<file path="config.mk">
export PLATFORM = sky130hd
export DESIGN_NAME = ansi_text_console_engine_flat
export DESIGN_NICKNAME = d
export VERILOG_FILES = /design/src/ate_pkg.sv /design/src/ate_ifs.sv /design/src/ate_front.sv /design/src/ate_queue.sv /design/src/ate_back.sv /design/src/ansi_text_console_engine.sv /design/src/flat_wrapper.sv
export SDC_FILE = /design/constraint.sdc
export NUM_CORES = 1
export LEC_CHECK = 0
export BUFFER_PORTS_ARGS = -buffer_cell sky130_fd_sc_hd__clkbuf_2
export CAP_MARGIN = 20
export CELL_PAD_IN_SITES_DETAIL_PLACEMENT = 1
export CELL_PAD_IN_SITES_GLOBAL_PLACEMENT = 2
export CORE_AREA = 5 5 204 206
export DETAILED_ROUTE_END_ITERATION = 6
export DIE_AREA = 0 0 209 211
export PLACE_DENSITY_LB_ADDON = 0.1
export SLEW_MARGIN = 25
export SYNTH_ARGS = -nofsm -noshare
export SYNTH_HDL_FRONTEND = slang
export SYNTH_SLANG_ARGS = --single-unit
</file>
<file path="constraint.sdc">
create_clock -name clk -period 5.78 [get_ports clk]
set_input_delay 0.578 -clock clk [delete_from_list [all_inputs] [get_ports clk]]
set_output_delay 0.578 -clock clk [all_outputs]
set_load 0.005 [all_outputs]
</file>
<file path="src/ate_pkg.sv">
// Shared types and constants of the ANSI text console engine.
`default_nettype none
package ate_pkg;

  localparam int MAX_ROWS = 64;
  localparam int MAX_COLS = 128;

  localparam logic [6:0] ROWS_LIM = 7'((MAX_ROWS < 64) ? MAX_ROWS : 64);
  localparam logic [7:0] COLS_LIM = 8'((MAX_COLS < 128) ? MAX_COLS : 128);

  localparam logic [6:0] ROWS_RESET = 7'd25;
  localparam logic [7:0] COLS_RESET = 8'd80;

  localparam logic CFG_ROWS = 1'b0;
  localparam logic CFG_COLS = 1'b1;

  localparam logic [2:0] CMD_PUT    = 3'd0;
  localparam logic [2:0] CMD_CURSOR = 3'd1;
  localparam logic [2:0] CMD_ATTR   = 3'd2;
  localparam logic [2:0] CMD_COPY   = 3'd3;
  localparam logic [2:0] CMD_ERASE  = 3'd4;

  localparam int QDEPTH = 2;

  typedef struct packed {
    logic [2:0] command;
    logic [5:0] target_row;
    logic [6:0] target_col;
    logic [7:0] char_code;
    logic [7:0] attribute_value;
    logic [5:0] source_row;
    logic [6:0] row_count;
  } cmd_t;

  typedef struct packed {
    logic [1:0]       count;
    cmd_t [2:0]       slot;
  } job_t;

  typedef struct packed {
    logic not_empty;
    logic full;
  } q_stat_t;

endpackage
`default_nettype wire

</file>
<file path="src/ate_ifs.sv">
// Channel interfaces for input bytes and video commands.
`default_nettype none
interface ate_char_if;
  logic       valid;
  logic       ready;
  logic [7:0] char_in;
  modport source (output valid, output char_in, input ready);
  modport sink (input valid, input char_in, output ready);
endinterface

interface ate_cmd_if;
  logic       valid;
  logic       ready;
  logic [2:0] command;
  logic [5:0] target_row;
  logic [6:0] target_col;
  logic [7:0] char_code;
  logic [7:0] attribute_value;
  logic [5:0] source_row;
  logic [6:0] row_count;
  logic       last_command;
  modport source (output valid, output command, output target_row, output target_col,
                  output char_code, output attribute_value, output source_row,
                  output row_count, output last_command, input ready);
  modport sink (input valid, input command, input target_row, input target_col,
                input char_code, input attribute_value, input source_row,
                input row_count, input last_command, output ready);
endinterface
`default_nettype wire

</file>
<file path="src/ate_front.sv">
// Front end: byte parser, cursor and attribute state, and command job builder.
`default_nettype none
module ate_front (
  input  wire logic          clk,
  input  wire logic          rst,
  ate_char_if.sink           chars,
  input  wire logic [6:0]    screen_rows,
  input  wire logic [7:0]    screen_cols,
  input  wire ate_pkg::q_stat_t q_stat,
  output      logic          push,
  output      ate_pkg::job_t push_job
);
  import ate_pkg::*;

  localparam logic [7:0] CH_ESC  = 8'd27;
  localparam logic [7:0] CH_LF   = 8'h0A;
  localparam logic [7:0] CH_CR   = 8'h0D;
  localparam logic [7:0] CH_BS   = 8'h08;
  localparam logic [7:0] CH_ZERO = 8'h30;
  localparam logic [7:0] CH_NINE = 8'h39;
  localparam logic [7:0] CH_LBR  = 8'h5B;
  localparam logic [7:0] CH_SEMI = 8'h3B;
  localparam logic [7:0] CH_UP   = 8'h41;
  localparam logic [7:0] CH_DOWN = 8'h42;
  localparam logic [7:0] CH_RGHT = 8'h43;
  localparam logic [7:0] CH_LEFT = 8'h44;
  localparam logic [7:0] CH_HOME = 8'h48;
  localparam logic [7:0] CH_POSF = 8'h66;
  localparam logic [7:0] CH_CLR  = 8'h4A;
  localparam logic [7:0] CH_ATTR = 8'h6D;
  localparam logic [7:0] CH_SAVE = 8'h73;
  localparam logic [7:0] CH_REST = 8'h75;

  localparam logic [2:0] PH_IDLE   = 3'd0;
  localparam logic [2:0] PH_ESC    = 3'd1;
  localparam logic [3:0] P_BRACKET = 4'd2;
  localparam logic [3:0] P_FINAL1  = 4'd3;
  localparam logic [3:0] P_ARG     = 4'd4;
  localparam logic [3:0] P_FINAL2  = 4'd6;

  localparam logic [7:0] ATTR_DEFAULT = 8'h0F;
  localparam logic [7:0] ATTR_BLINK   = 8'h80;

  function automatic logic [2:0] colour_map(input logic [2:0] i);
    logic [2:0] r;
    case (i)
      3'd0: r = 3'd0;
      3'd1: r = 3'd4;
      3'd2: r = 3'd2;
      3'd3: r = 3'd6;
      3'd4: r = 3'd1;
      3'd5: r = 3'd5;
      3'd6: r = 3'd3;
      default: r = 3'd7;
    endcase
    return r;
  endfunction

  function automatic cmd_t mk(input logic [2:0] c, input logic [5:0] r, input logic [6:0] col,
                              input logic [7:0] ch, input logic [7:0] at,
                              input logic [5:0] s, input logic [6:0] cnt);
    cmd_t m;
    m.command = c;
    m.target_row = r;
    m.target_col = col;
    m.char_code = ch;
    m.attribute_value = at;
    m.source_row = s;
    m.row_count = cnt;
    return m;
  endfunction

  function automatic logic [6:0] times10_plus(input logic [6:0] a, input logic [3:0] d);
    logic [10:0] t;
    t = {1'b0, a, 3'b000} + {3'b000, a, 1'b0} + {7'd0, d};
    return t[6:0];
  endfunction

  logic [5:0] cursor_row, cursor_row_next;
  logic [6:0] cursor_col, cursor_col_next;
  logic [7:0] current_attribute, current_attribute_next;
  logic [2:0] escape_phase, escape_phase_next;
  logic [2:0] digit_count, digit_count_next;
  logic [6:0] first_argument, first_argument_next;
  logic [6:0] second_argument, second_argument_next;
  logic [5:0] stash_row, stash_row_next;
  logic [6:0] stash_col, stash_col_next;

  logic [6:0] rows_eff;
  logic [7:0] cols_eff;
  logic [5:0] rows_m1;
  logic [6:0] cols_m1;
  logic [6:0] nr;
  logic       wrap_scroll;
  logic [5:0] nr_row;
  logic [7:0] c;
  logic       is_digit;
  logic [3:0] dig;
  logic [3:0] p;
  logic [7:0] v8;
  logic [7:0] colp;
  logic [6:0] a30;
  logic [6:0] a40;
  logic [1:0] n;
  job_t       job;
  logic       accept;

  assign c = chars.char_in;
  assign chars.ready = !q_stat.full;
  assign accept = chars.valid && chars.ready;

  always_comb begin
    rows_eff = screen_rows;
    if (screen_rows == 7'd0) rows_eff = 7'd1;
    else if (screen_rows > ROWS_LIM) rows_eff = ROWS_LIM;
    cols_eff = screen_cols;
    if (screen_cols == 8'd0) cols_eff = 8'd1;
    else if (screen_cols > COLS_LIM) cols_eff = COLS_LIM;
  end

  assign rows_m1 = 6'(rows_eff - 7'd1);
  assign cols_m1 = 7'(cols_eff - 8'd1);
  assign nr = {1'b0, cursor_row} + 7'd1;
  assign wrap_scroll = (nr >= rows_eff);
  assign nr_row = wrap_scroll ? rows_m1 : nr[5:0];
  assign is_digit = (c >= CH_ZERO) && (c <= CH_NINE);
  assign dig = 4'(c - CH_ZERO);
  assign p = {1'b0, escape_phase} + 4'd1;
  assign colp = {1'b0, cursor_col} + 8'd1;
  assign a30 = first_argument - 7'd30;
  assign a40 = first_argument - 7'd40;

  always_comb begin
    cursor_row_next = cursor_row;
    cursor_col_next = cursor_col;
    current_attribute_next = current_attribute;
    escape_phase_next = escape_phase;
    digit_count_next = digit_count;
    first_argument_next = first_argument;
    second_argument_next = second_argument;
    stash_row_next = stash_row;
    stash_col_next = stash_col;
    job = '0;
    n = 2'd0;
    v8 = 8'd0;

    if (c == CH_ESC) begin
      escape_phase_next = PH_ESC;
      digit_count_next = 3'd0;
    end else if (escape_phase != PH_IDLE) begin
      if (is_digit) begin
        digit_count_next = digit_count + 3'd1;
        case (digit_count)
          3'd0: begin
            first_argument_next = {3'd0, dig};
            escape_phase_next = p[2:0];
          end
          3'd1: first_argument_next = times10_plus(first_argument, dig);
          3'd2: begin
            second_argument_next = {3'd0, dig};
            escape_phase_next = p[2:0];
          end
          3'd3: second_argument_next = times10_plus(second_argument, dig);
          default: begin
            escape_phase_next = PH_IDLE;
            digit_count_next = 3'd0;
          end
        endcase
      end else begin
        escape_phase_next = p[2:0];
        case (p)
          P_BRACKET: begin
            if (c != CH_LBR) begin
              escape_phase_next = PH_IDLE;
              digit_count_next = 3'd0;
            end
          end
          P_FINAL1: begin
            if (c == CH_SAVE) begin
              stash_row_next = cursor_row;
              stash_col_next = cursor_col;
            end else if (c == CH_REST) begin
              cursor_row_next = stash_row;
              cursor_col_next = stash_col;
              job.slot[n] = mk(CMD_CURSOR, stash_row, stash_col, '0, '0, '0, '0);
              n = n + 2'd1;
            end
            escape_phase_next = PH_IDLE;
            digit_count_next = 3'd0;
          end
          P_ARG: begin
            if (c == CH_SEMI) begin
              if (digit_count == 3'd1) digit_count_next = 3'd2;
            end else begin
              escape_phase_next = PH_IDLE;
              digit_count_next = 3'd0;
              if (c == CH_UP) begin
                cursor_row_next = ({1'b0, cursor_row} >= first_argument) ?
                                  6'({1'b0, cursor_row} - first_argument) : 6'd0;
                job.slot[n] = mk(CMD_CURSOR, cursor_row_next, cursor_col, '0, '0, '0, '0);
                n = n + 2'd1;
              end else if (c == CH_DOWN) begin
                v8 = {2'b00, cursor_row} + {1'b0, first_argument};
                cursor_row_next = (v8 >= {1'b0, rows_eff}) ? rows_m1 : v8[5:0];
                job.slot[n] = mk(CMD_CURSOR, cursor_row_next, cursor_col, '0, '0, '0, '0);
                n = n + 2'd1;
              end else if (c == CH_RGHT) begin
                v8 = {1'b0, cursor_col} + {1'b0, first_argument};
                cursor_col_next = (v8 >= cols_eff) ? cols_m1 : v8[6:0];
                job.slot[n] = mk(CMD_CURSOR, cursor_row, cursor_col_next, '0, '0, '0, '0);
                n = n + 2'd1;
              end else if (c == CH_LEFT) begin
                cursor_col_next = (cursor_col >= first_argument) ?
                                  (cursor_col - first_argument) : 7'd0;
                job.slot[n] = mk(CMD_CURSOR, cursor_row, cursor_col_next, '0, '0, '0, '0);
                n = n + 2'd1;
              end else if (c == CH_CLR) begin
                if (first_argument == 7'd2) begin
                  job.slot[n] = mk(CMD_ERASE, 6'd0, '0, '0, '0, '0, rows_eff);
                  n = n + 2'd1;
                  cursor_row_next = 6'd0;
                  cursor_col_next = 7'd0;
                  job.slot[n] = mk(CMD_CURSOR, 6'd0, 7'd0, '0, '0, '0, '0);
                  n = n + 2'd1;
                end
              end else if (c == CH_ATTR) begin
                if (first_argument == 7'd0 || first_argument == 7'd1) begin
                  current_attribute_next = ATTR_DEFAULT;
                end else if (first_argument == 7'd5) begin
                  current_attribute_next = current_attribute | ATTR_BLINK;
                end else if (first_argument >= 7'd30 && first_argument <= 7'd37) begin
                  current_attribute_next = {current_attribute[7:4], 1'b0,
                                            colour_map(a30[2:0])};
                end else if (first_argument >= 7'd40 && first_argument <= 7'd47) begin
                  current_attribute_next = {1'b0, colour_map(a40[2:0]),
                                            current_attribute[3:0]};
                end
                job.slot[n] = mk(CMD_ATTR, '0, '0, '0, current_attribute_next, '0, '0);
                n = n + 2'd1;
              end
            end
          end
          P_FINAL2: begin
            if (c == CH_HOME || c == CH_POSF) begin
              cursor_row_next = (first_argument >= rows_eff) ? rows_m1 : first_argument[5:0];
              cursor_col_next = ({1'b0, second_argument} >= cols_eff) ? cols_m1 :
                                second_argument;
              job.slot[n] = mk(CMD_CURSOR, cursor_row_next, cursor_col_next,
                               '0, '0, '0, '0);
              n = n + 2'd1;
            end
            escape_phase_next = PH_IDLE;
            digit_count_next = 3'd0;
          end
          default: begin
            escape_phase_next = PH_IDLE;
            digit_count_next = 3'd0;
          end
        endcase
      end
    end else if (c == CH_LF) begin
      cursor_col_next = 7'd0;
      cursor_row_next = nr_row;
      if (wrap_scroll) begin
        job.slot[n] = mk(CMD_COPY, 6'd0, '0, '0, '0, 6'd1, 7'(rows_m1));
        n = n + 2'd1;
        job.slot[n] = mk(CMD_ERASE, rows_m1, '0, '0, '0, '0, 7'd1);
        n = n + 2'd1;
      end
    end else if (c == CH_CR) begin
      cursor_col_next = 7'd0;
    end else if (c == CH_BS) begin
      if (cursor_col != 7'd0) cursor_col_next = cursor_col - 7'd1;
    end else begin
      job.slot[n] = mk(CMD_PUT, cursor_row, cursor_col, c, '0, '0, '0);
      n = n + 2'd1;
      if (colp >= cols_eff) begin
        cursor_col_next = 7'd0;
        cursor_row_next = nr_row;
        if (wrap_scroll) begin
          job.slot[n] = mk(CMD_COPY, 6'd0, '0, '0, '0, 6'd1, 7'(rows_m1));
          n = n + 2'd1;
          job.slot[n] = mk(CMD_ERASE, rows_m1, '0, '0, '0, '0, 7'd1);
          n = n + 2'd1;
        end
      end else begin
        cursor_col_next = colp[6:0];
      end
    end
    job.count = n;
  end

  assign push = accept && (job.count != 2'd0);
  assign push_job = job;

  always_ff @(posedge clk) begin
    if (rst) begin
      cursor_row <= 6'd0;
      cursor_col <= 7'd0;
      current_attribute <= ATTR_DEFAULT;
      escape_phase <= PH_IDLE;
      digit_count <= 3'd0;
      first_argument <= 7'd0;
      second_argument <= 7'd0;
      stash_row <= 6'd0;
      stash_col <= 7'd0;
    end else if (accept) begin
      cursor_row <= cursor_row_next;
      cursor_col <= cursor_col_next;
      current_attribute <= current_attribute_next;
      escape_phase <= escape_phase_next;
      digit_count <= digit_count_next;
      first_argument <= first_argument_next;
      second_argument <= second_argument_next;
      stash_row <= stash_row_next;
      stash_col <= stash_col_next;
    end
  end

endmodule
`default_nettype wire

</file>
<file path="src/ate_queue.sv">
// Two-entry queue of command jobs between the parser and the command sequencer.
`default_nettype none
module ate_queue (
  input  wire logic            clk,
  input  wire logic            rst,
  input  wire logic            push,
  input  wire ate_pkg::job_t   push_job,
  input  wire logic            pop,
  output      ate_pkg::job_t   head_job,
  output      ate_pkg::q_stat_t q_stat
);
  import ate_pkg::*;

  localparam int PW = $clog2(QDEPTH);

  job_t               entries [QDEPTH];
  logic [PW-1:0]      wr_ptr;
  logic [PW-1:0]      rd_ptr;
  logic [PW:0]        fill;

  assign head_job = entries[rd_ptr];
  assign q_stat.not_empty = (fill != '0);
  assign q_stat.full = (fill == (PW+1)'(QDEPTH));

  always_ff @(posedge clk) begin
    if (push) entries[wr_ptr] <= push_job;
  end

  always_ff @(posedge clk) begin
    if (rst) begin
      wr_ptr <= '0;
      rd_ptr <= '0;
      fill <= '0;
    end else begin
      if (push) wr_ptr <= (wr_ptr == PW'(QDEPTH - 1)) ? '0 : wr_ptr + PW'(1);
      if (pop) rd_ptr <= (rd_ptr == PW'(QDEPTH - 1)) ? '0 : rd_ptr + PW'(1);
      if (push && !pop) fill <= fill + (PW+1)'(1);
      else if (pop && !push) fill <= fill - (PW+1)'(1);
    end
  end

endmodule
`default_nettype wire

</file>
<file path="src/ate_back.sv">
// Back end: steps through the commands of each job into the output register.
`default_nettype none
module ate_back (
  input  wire logic             clk,
  input  wire logic             rst,
  input  wire ate_pkg::job_t    head_job,
  input  wire ate_pkg::q_stat_t q_stat,
  output      logic             pop,
  ate_cmd_if.source             cmds
);
  import ate_pkg::*;

  logic [1:0] idx;
  logic       out_valid;
  cmd_t       out_cmd;
  logic       out_last;
  logic       load;
  logic       last;

  assign load = q_stat.not_empty && (!out_valid || cmds.ready);
  assign last = (idx == head_job.count - 2'd1);
  assign pop = load && last;

  always_ff @(posedge clk) begin
    if (rst) begin
      out_valid <= 1'b0;
      idx <= 2'd0;
    end else begin
      if (load) out_valid <= 1'b1;
      else if (cmds.ready) out_valid <= 1'b0;
      if (load) idx <= last ? 2'd0 : idx + 2'd1;
    end
  end

  always_ff @(posedge clk) begin
    if (load) begin
      out_cmd <= head_job.slot[idx];
      out_last <= last;
    end
  end

  assign cmds.valid = out_valid;
  assign cmds.command = out_cmd.command;
  assign cmds.target_row = out_cmd.target_row;
  assign cmds.target_col = out_cmd.target_col;
  assign cmds.char_code = out_cmd.char_code;
  assign cmds.attribute_value = out_cmd.attribute_value;
  assign cmds.source_row = out_cmd.source_row;
  assign cmds.row_count = out_cmd.row_count;
  assign cmds.last_command = out_last;

endmodule
`default_nettype wire

</file>
<file path="src/ansi_text_console_engine.sv">
// Top level of the ANSI text console engine: configuration, parser, job queue, sequencer.
//
//   channel   direction   payload                                   handshake
//   chars     in          char_in[7:0]                              valid/ready
//   cmds      out         command, rows, cols, char, attr, counts   valid/ready
//   cfg       in          cfg_index[0], cfg_data[7:0]               cfg_we
//
// A byte is taken whenever the two-entry job queue has room, so bytes that cause no
// command or a single command flow at one per cycle while the command side is ready.
// The output register sends one command per cycle while cmds.ready is high; a byte
// causing several commands (up to three) holds the output for each of them in turn.
// Reset is synchronous and returns the cursor, parser and screen size to their defaults.
// A stall on the command side fills the queue and then drops ready on the byte side.
`default_nettype none
module ansi_text_console_engine (
  input  wire logic       clk,
  input  wire logic       rst,
  ate_char_if.sink        chars,
  ate_cmd_if.source       cmds,
  input  wire logic       cfg_we,
  input  wire logic       cfg_index,
  input  wire logic [7:0] cfg_data
);
  import ate_pkg::*;

  logic [6:0] screen_rows;
  logic [7:0] screen_cols;
  logic       push;
  logic       pop;
  job_t       push_job;
  job_t       head_job;
  q_stat_t    q_stat;

  always_ff @(posedge clk) begin
    if (rst) begin
      screen_rows <= ROWS_RESET;
      screen_cols <= COLS_RESET;
    end else if (cfg_we) begin
      case (cfg_index)
        CFG_ROWS: screen_rows <= cfg_data[6:0];
        CFG_COLS: screen_cols <= cfg_data;
        default: ;
      endcase
    end
  end

  ate_front u_front (
    .clk         (clk),
    .rst         (rst),
    .chars       (chars),
    .screen_rows (screen_rows),
    .screen_cols (screen_cols),
    .q_stat      (q_stat),
    .push        (push),
    .push_job    (push_job)
  );

  ate_queue u_queue (
    .clk      (clk),
    .rst      (rst),
    .push     (push),
    .push_job (push_job),
    .pop      (pop),
    .head_job (head_job),
    .q_stat   (q_stat)
  );

  ate_back u_back (
    .clk      (clk),
    .rst      (rst),
    .head_job (head_job),
    .q_stat   (q_stat),
    .pop      (pop),
    .cmds     (cmds)
  );

  a_no_push_when_full: assert property (@(posedge clk) disable iff (rst)
    q_stat.full |-> !push)
    else $error("job pushed into a full queue");

  a_copy_not_last: assert property (@(posedge clk) disable iff (rst)
    (cmds.valid && cmds.command == CMD_COPY) |-> !cmds.last_command)
    else $error("row copy not followed by an erase");

  a_attr_alone: assert property (@(posedge clk) disable iff (rst)
    (cmds.valid && cmds.command == CMD_ATTR) |-> cmds.last_command)
    else $error("attribute command not the only command of its byte");

  a_pop_needs_entry: assert property (@(posedge clk) disable iff (rst)
    pop |-> q_stat.not_empty)
    else $error("job queue popped while empty");

endmodule
`default_nettype wire
</file>
<file path="src/flat_wrapper.sv">
// flat-port wrapper written by rule: the top's interface ports become plain ports
module ansi_text_console_engine_flat import ate_pkg::*;
  (clk, rst, cfg_we, cfg_index, cfg_data, chars_valid, chars_char_in, chars_ready, cmds_valid, cmds_command, cmds_target_row, cmds_target_col, cmds_char_code, cmds_attribute_value, cmds_source_row, cmds_row_count, cmds_last_command, cmds_ready);
  ate_char_if chars_i ();
  ate_cmd_if cmds_i ();
  input  wire logic clk;
  input  wire logic rst;
  input  wire logic cfg_we;
  input  wire logic cfg_index;
  input  wire logic [7:0] cfg_data;
  input wire logic [$bits(chars_i.valid)-1:0] chars_valid;
  input wire logic [$bits(chars_i.char_in)-1:0] chars_char_in;
  output wire logic [$bits(chars_i.ready)-1:0] chars_ready;
  output wire logic [$bits(cmds_i.valid)-1:0] cmds_valid;
  output wire logic [$bits(cmds_i.command)-1:0] cmds_command;
  output wire logic [$bits(cmds_i.target_row)-1:0] cmds_target_row;
  output wire logic [$bits(cmds_i.target_col)-1:0] cmds_target_col;
  output wire logic [$bits(cmds_i.char_code)-1:0] cmds_char_code;
  output wire logic [$bits(cmds_i.attribute_value)-1:0] cmds_attribute_value;
  output wire logic [$bits(cmds_i.source_row)-1:0] cmds_source_row;
  output wire logic [$bits(cmds_i.row_count)-1:0] cmds_row_count;
  output wire logic [$bits(cmds_i.last_command)-1:0] cmds_last_command;
  input wire logic [$bits(cmds_i.ready)-1:0] cmds_ready;
  assign chars_i.valid = chars_valid;
  assign chars_i.char_in = chars_char_in;
  assign chars_ready = chars_i.ready;
  assign cmds_valid = cmds_i.valid;
  assign cmds_command = cmds_i.command;
  assign cmds_target_row = cmds_i.target_row;
  assign cmds_target_col = cmds_i.target_col;
  assign cmds_char_code = cmds_i.char_code;
  assign cmds_attribute_value = cmds_i.attribute_value;
  assign cmds_source_row = cmds_i.source_row;
  assign cmds_row_count = cmds_i.row_count;
  assign cmds_last_command = cmds_i.last_command;
  assign cmds_i.ready = cmds_ready;
  ansi_text_console_engine u_core (.clk(clk), .rst(rst), .chars(chars_i), .cmds(cmds_i), .cfg_we(cfg_we), .cfg_index(cfg_index), .cfg_data(cfg_data));
endmodule
</file>
==> metrics.txt <==
fraction of layout cells with a size suffix above 1 between 10% and 20%; CTS root buffer clkbuf_16; Synth Area in XOR/XNOR 2.97%; Max-cap violations 0; Die W around 210 µm; CP Max Fanout 30; largest family of logic cells by synthesized area simple AND/OR/NAND/NOR gates; Async SR Flop Fraction 0%; initial antenna violation count 0; synthesized area per cell 10.1 µm²; core area 39,500 µm²; minimum clock period roughly 4.5 ns; Clock Sinks between 200 and 250; 1st-iter DRT viols approximately 580; cell count after synthesis ~1,400; RSZ-0062 raised after global routing no; largest net degree at the start of global routing 64; Tightest Hold Check Type in2reg; first-pass GRT wire length between 70,000 and 80,000 µm; Reg power frac between 40% and 50%; CTS tree done; Layout fillers between 4,000 and 5,000; area of the multi-input gates approximately 7700 µm²; compound-gate portion of the synthesized area 16.3%; DRC 0; Worst R2R Setup Slack ~1.3 ns; hold path cells 3; Cells after DPL approximately 2,000; Max clock buf depth 3; Synth-to-Final Area Change 12.0%; Comb power frac between 20% and 30%; grt ovf 0; hold_buf cts 0; WL final between 40,000 and 50,000 µm; Hold Path Origin cfg_data[0]; yosys warns 0; Pre-antenna DRT Iters 5; worst-skew pair later-pin latency 0.57 ns; leakage power 6.20 nW; Clk network pwr share between 30 and 40%; mux share of post-synthesis cell area under 10%; fmax ~220 MHz; vias in the first global route roughly 11,000; Mapped Area between 10,000 and 15,000 µm²; Synth Area in Adders 10.1%; vias after detailed routing between 10,000 and 15,000; TritonCTS buffer count 29; Slew Limit Headroom 26.1%; setup violators final 0; Fin Setup TNS 0 ns; Design Power 5.42 mW; worst path required time ~6.0 ns; EDFF count, synth 155; Resized Gates After CTS 0; sequential share of the synthesized area between 40% and 50%; Sw Share between 30% and 40%; Post-Layout Cell Count a little over 2,000; critical path launch point type flop; Top Ports 70; Unique masters post-synth 108; routed len/inst 23.5 µm; GPL Wtd Cong between 0.8 and 0.9; DP Wirelength ~35,000 µm; drt via density 5.58; row count 73; most frequent cells in the layout edfxtp_1, nor2_1, nand2_1; measured slew at the worst slew-check pin roughly 1.1 ns; nets roughly 1,600; Routed Antenna Nets 0; buffers added on ports 64; die area about 44,000 µm²; Tot GR Track Use a little over a fifth; most common cell after layout, fill and taps aside edfxtp_1; Hold Path Sink u_core.screen_cols[0]; maximum VDD drop a little over 0.0002 V; critical path class reg2reg; period utilization between 70 and 80%; Antenna Diode Count 0; ys flop type edfxtp_1; H-tree Lvls 1; Critical Path Sink Type flop; WP data arrival around 4.7 ns; Clock Skew between 0.02 and 0.025 ns; #FFs+latches synth 232; Die H roughly 210 µm; NetSw 1.67 mW; Post-Synth Simple-Gate Area 16.9%; cell internal pwr about 3.8 mW; max-slew violations 0; setup ws final roughly 1.3 ns; worst r2r src u_core.u_front.cursor_col[1]; area taken by flip-flops and latches a little over 6000 µm²; pre-CTS setup slack 1.28 ns; Initial Utilization a little over a third; hold_ws approximately 0.26 ns; outcome finished, final reports clean; Power Density about 330 nW/µm²; Hold Vio Cnt, Final 0; reg-to-reg endpoint u_core.u_queue.entries[0][40]; Reg2Reg Depth 12; post-CTS setup buffers 0; clk slew on worst S/H paths roughly 0.060 ns
## cells in the mapped netlist (12+ instances only)
library cell | number | area, µm²
clkbuf_1 | 41 | 154
xor2_1 | 18 | 158
o21a_1 | 12 | 90.1
o21ai_1 | 12 | 60.1
nor2_1 | 141 | 529
o21ai_0 | 47 | 235
nor2b_1 | 21 | 131
a211oi_1 | 22 | 165
nand2b_1 | 24 | 150
ha_1 | 103 | 1290
edfxtp_1 | 155 | 4650
mux2i_1 | 70 | 701
xnor2_1 | 31 | 272
and2_1 | 15 | 93.8
inv_1 | 54 | 203
a21o_1 | 17 | 128
a22oi_1 | 22 | 165
dfxtp_1 | 77 | 1540
nand3_1 | 42 | 210
nor3_1 | 24 | 120
buf_2 | 21 | 105
o211ai_1 | 12 | 90.1
o22ai_1 | 13 | 81.3
or3_1 | 13 | 81.3
nand2_1 | 113 | 424
a21oi_1 | 82 | 410
## registers in the layout, indices dropped and copies added (netlist names), 8 cells and up, named ones only
register and flops:
u_core.screen_cols 8, u_core.u_back.cmds.attribute_value 8, u_core.u_back.cmds.char_code 8, u_core.u_front.current_attribute 8, u_core.u_queue.entries 114
## critical path: stages (launching register included)
cell and delay, ns:
dfxtp_1 0.68, ha_1 0.35, nand3_1 0.11, xnor2_1 0.20, ha_1 0.33, and4_1 0.24
nand2_1 0.10, a21o_1 0.18, o31a_1 0.14, a221oi_2 0.42, o21ai_2 0.15, nor2_4 0.76
buf_4 0.44
## kinds of logic after synthesis
kind of cell | after synthesis
compound gates | 340
xor+xnor | 49
fa+ha+maj | 112
buf+inv | 135
flops | 232
mux | 87
other cells | 1
simple gates | 473
## power groups by stage
stage / combinational (mW) / sequential, mW / clock [mW]
after floorplan: 0.891 / 2.31 / 0
after global placement: 1.31 / 2.34 / 0
after detailed placement: 1.33 / 2.35 / 0
after CTS: 1.33 / 2.32 / 1.87
after global routing: 1.46 / 2.34 / 1.94
final: 1.30 / 2.31 / 1.81
## cell type report
cell class	count	share of cell area [%]
Multi-Input combinational cell	1066	47.6
Clock buffer	42	5.30
Tap cell	525	4.06
Inverter	58	1.35
Timing Repair Buffer	83	2.86
Sequential cell	232	38.3
Clock inverter	12	0.618
## metrics by stage
step	util (%)	cell area, µm²
after CTS	41.0	16200
final	41.0	16200
after global routing	41.0	16200
after floorplan	-	14500
after detailed placement	38.6	15200
after global placement	38.6	15200
## worst max-delay path by stage
stage	start	end	slack, ns	cells past startpoint
final	u_core.u_front.cursor_col[1]	u_core.u_queue.entries[0][40]	1.29	12
after global routing	u_core.screen_cols[2]	u_core.u_queue.entries[0][40]	0.98	13
after CTS	u_core.u_front.cursor_col[1]	u_core.u_queue.entries[0][40]	1.25	12
after detailed placement	u_core.u_front.cursor_col[1]	u_core.u_queue.entries[0][130]	1.28	12
after global placement	u_core.screen_cols[2]	u_core.u_queue.entries[0][82]	1.38	13
after floorplan	u_core.screen_cols[2]	u_core.u_queue.entries[0][0]	0.43	12
## layer usage
layer	part of all wire, %	wire length (µm)	track usage (%)
met4	2.5	1200	5.63
met1	44	21000	27.4
met2	49	23100	36.3
met5	0	0	0
met3	4.4	2080	3.13
Note: power is estimated with default switching activity, not from simulation.
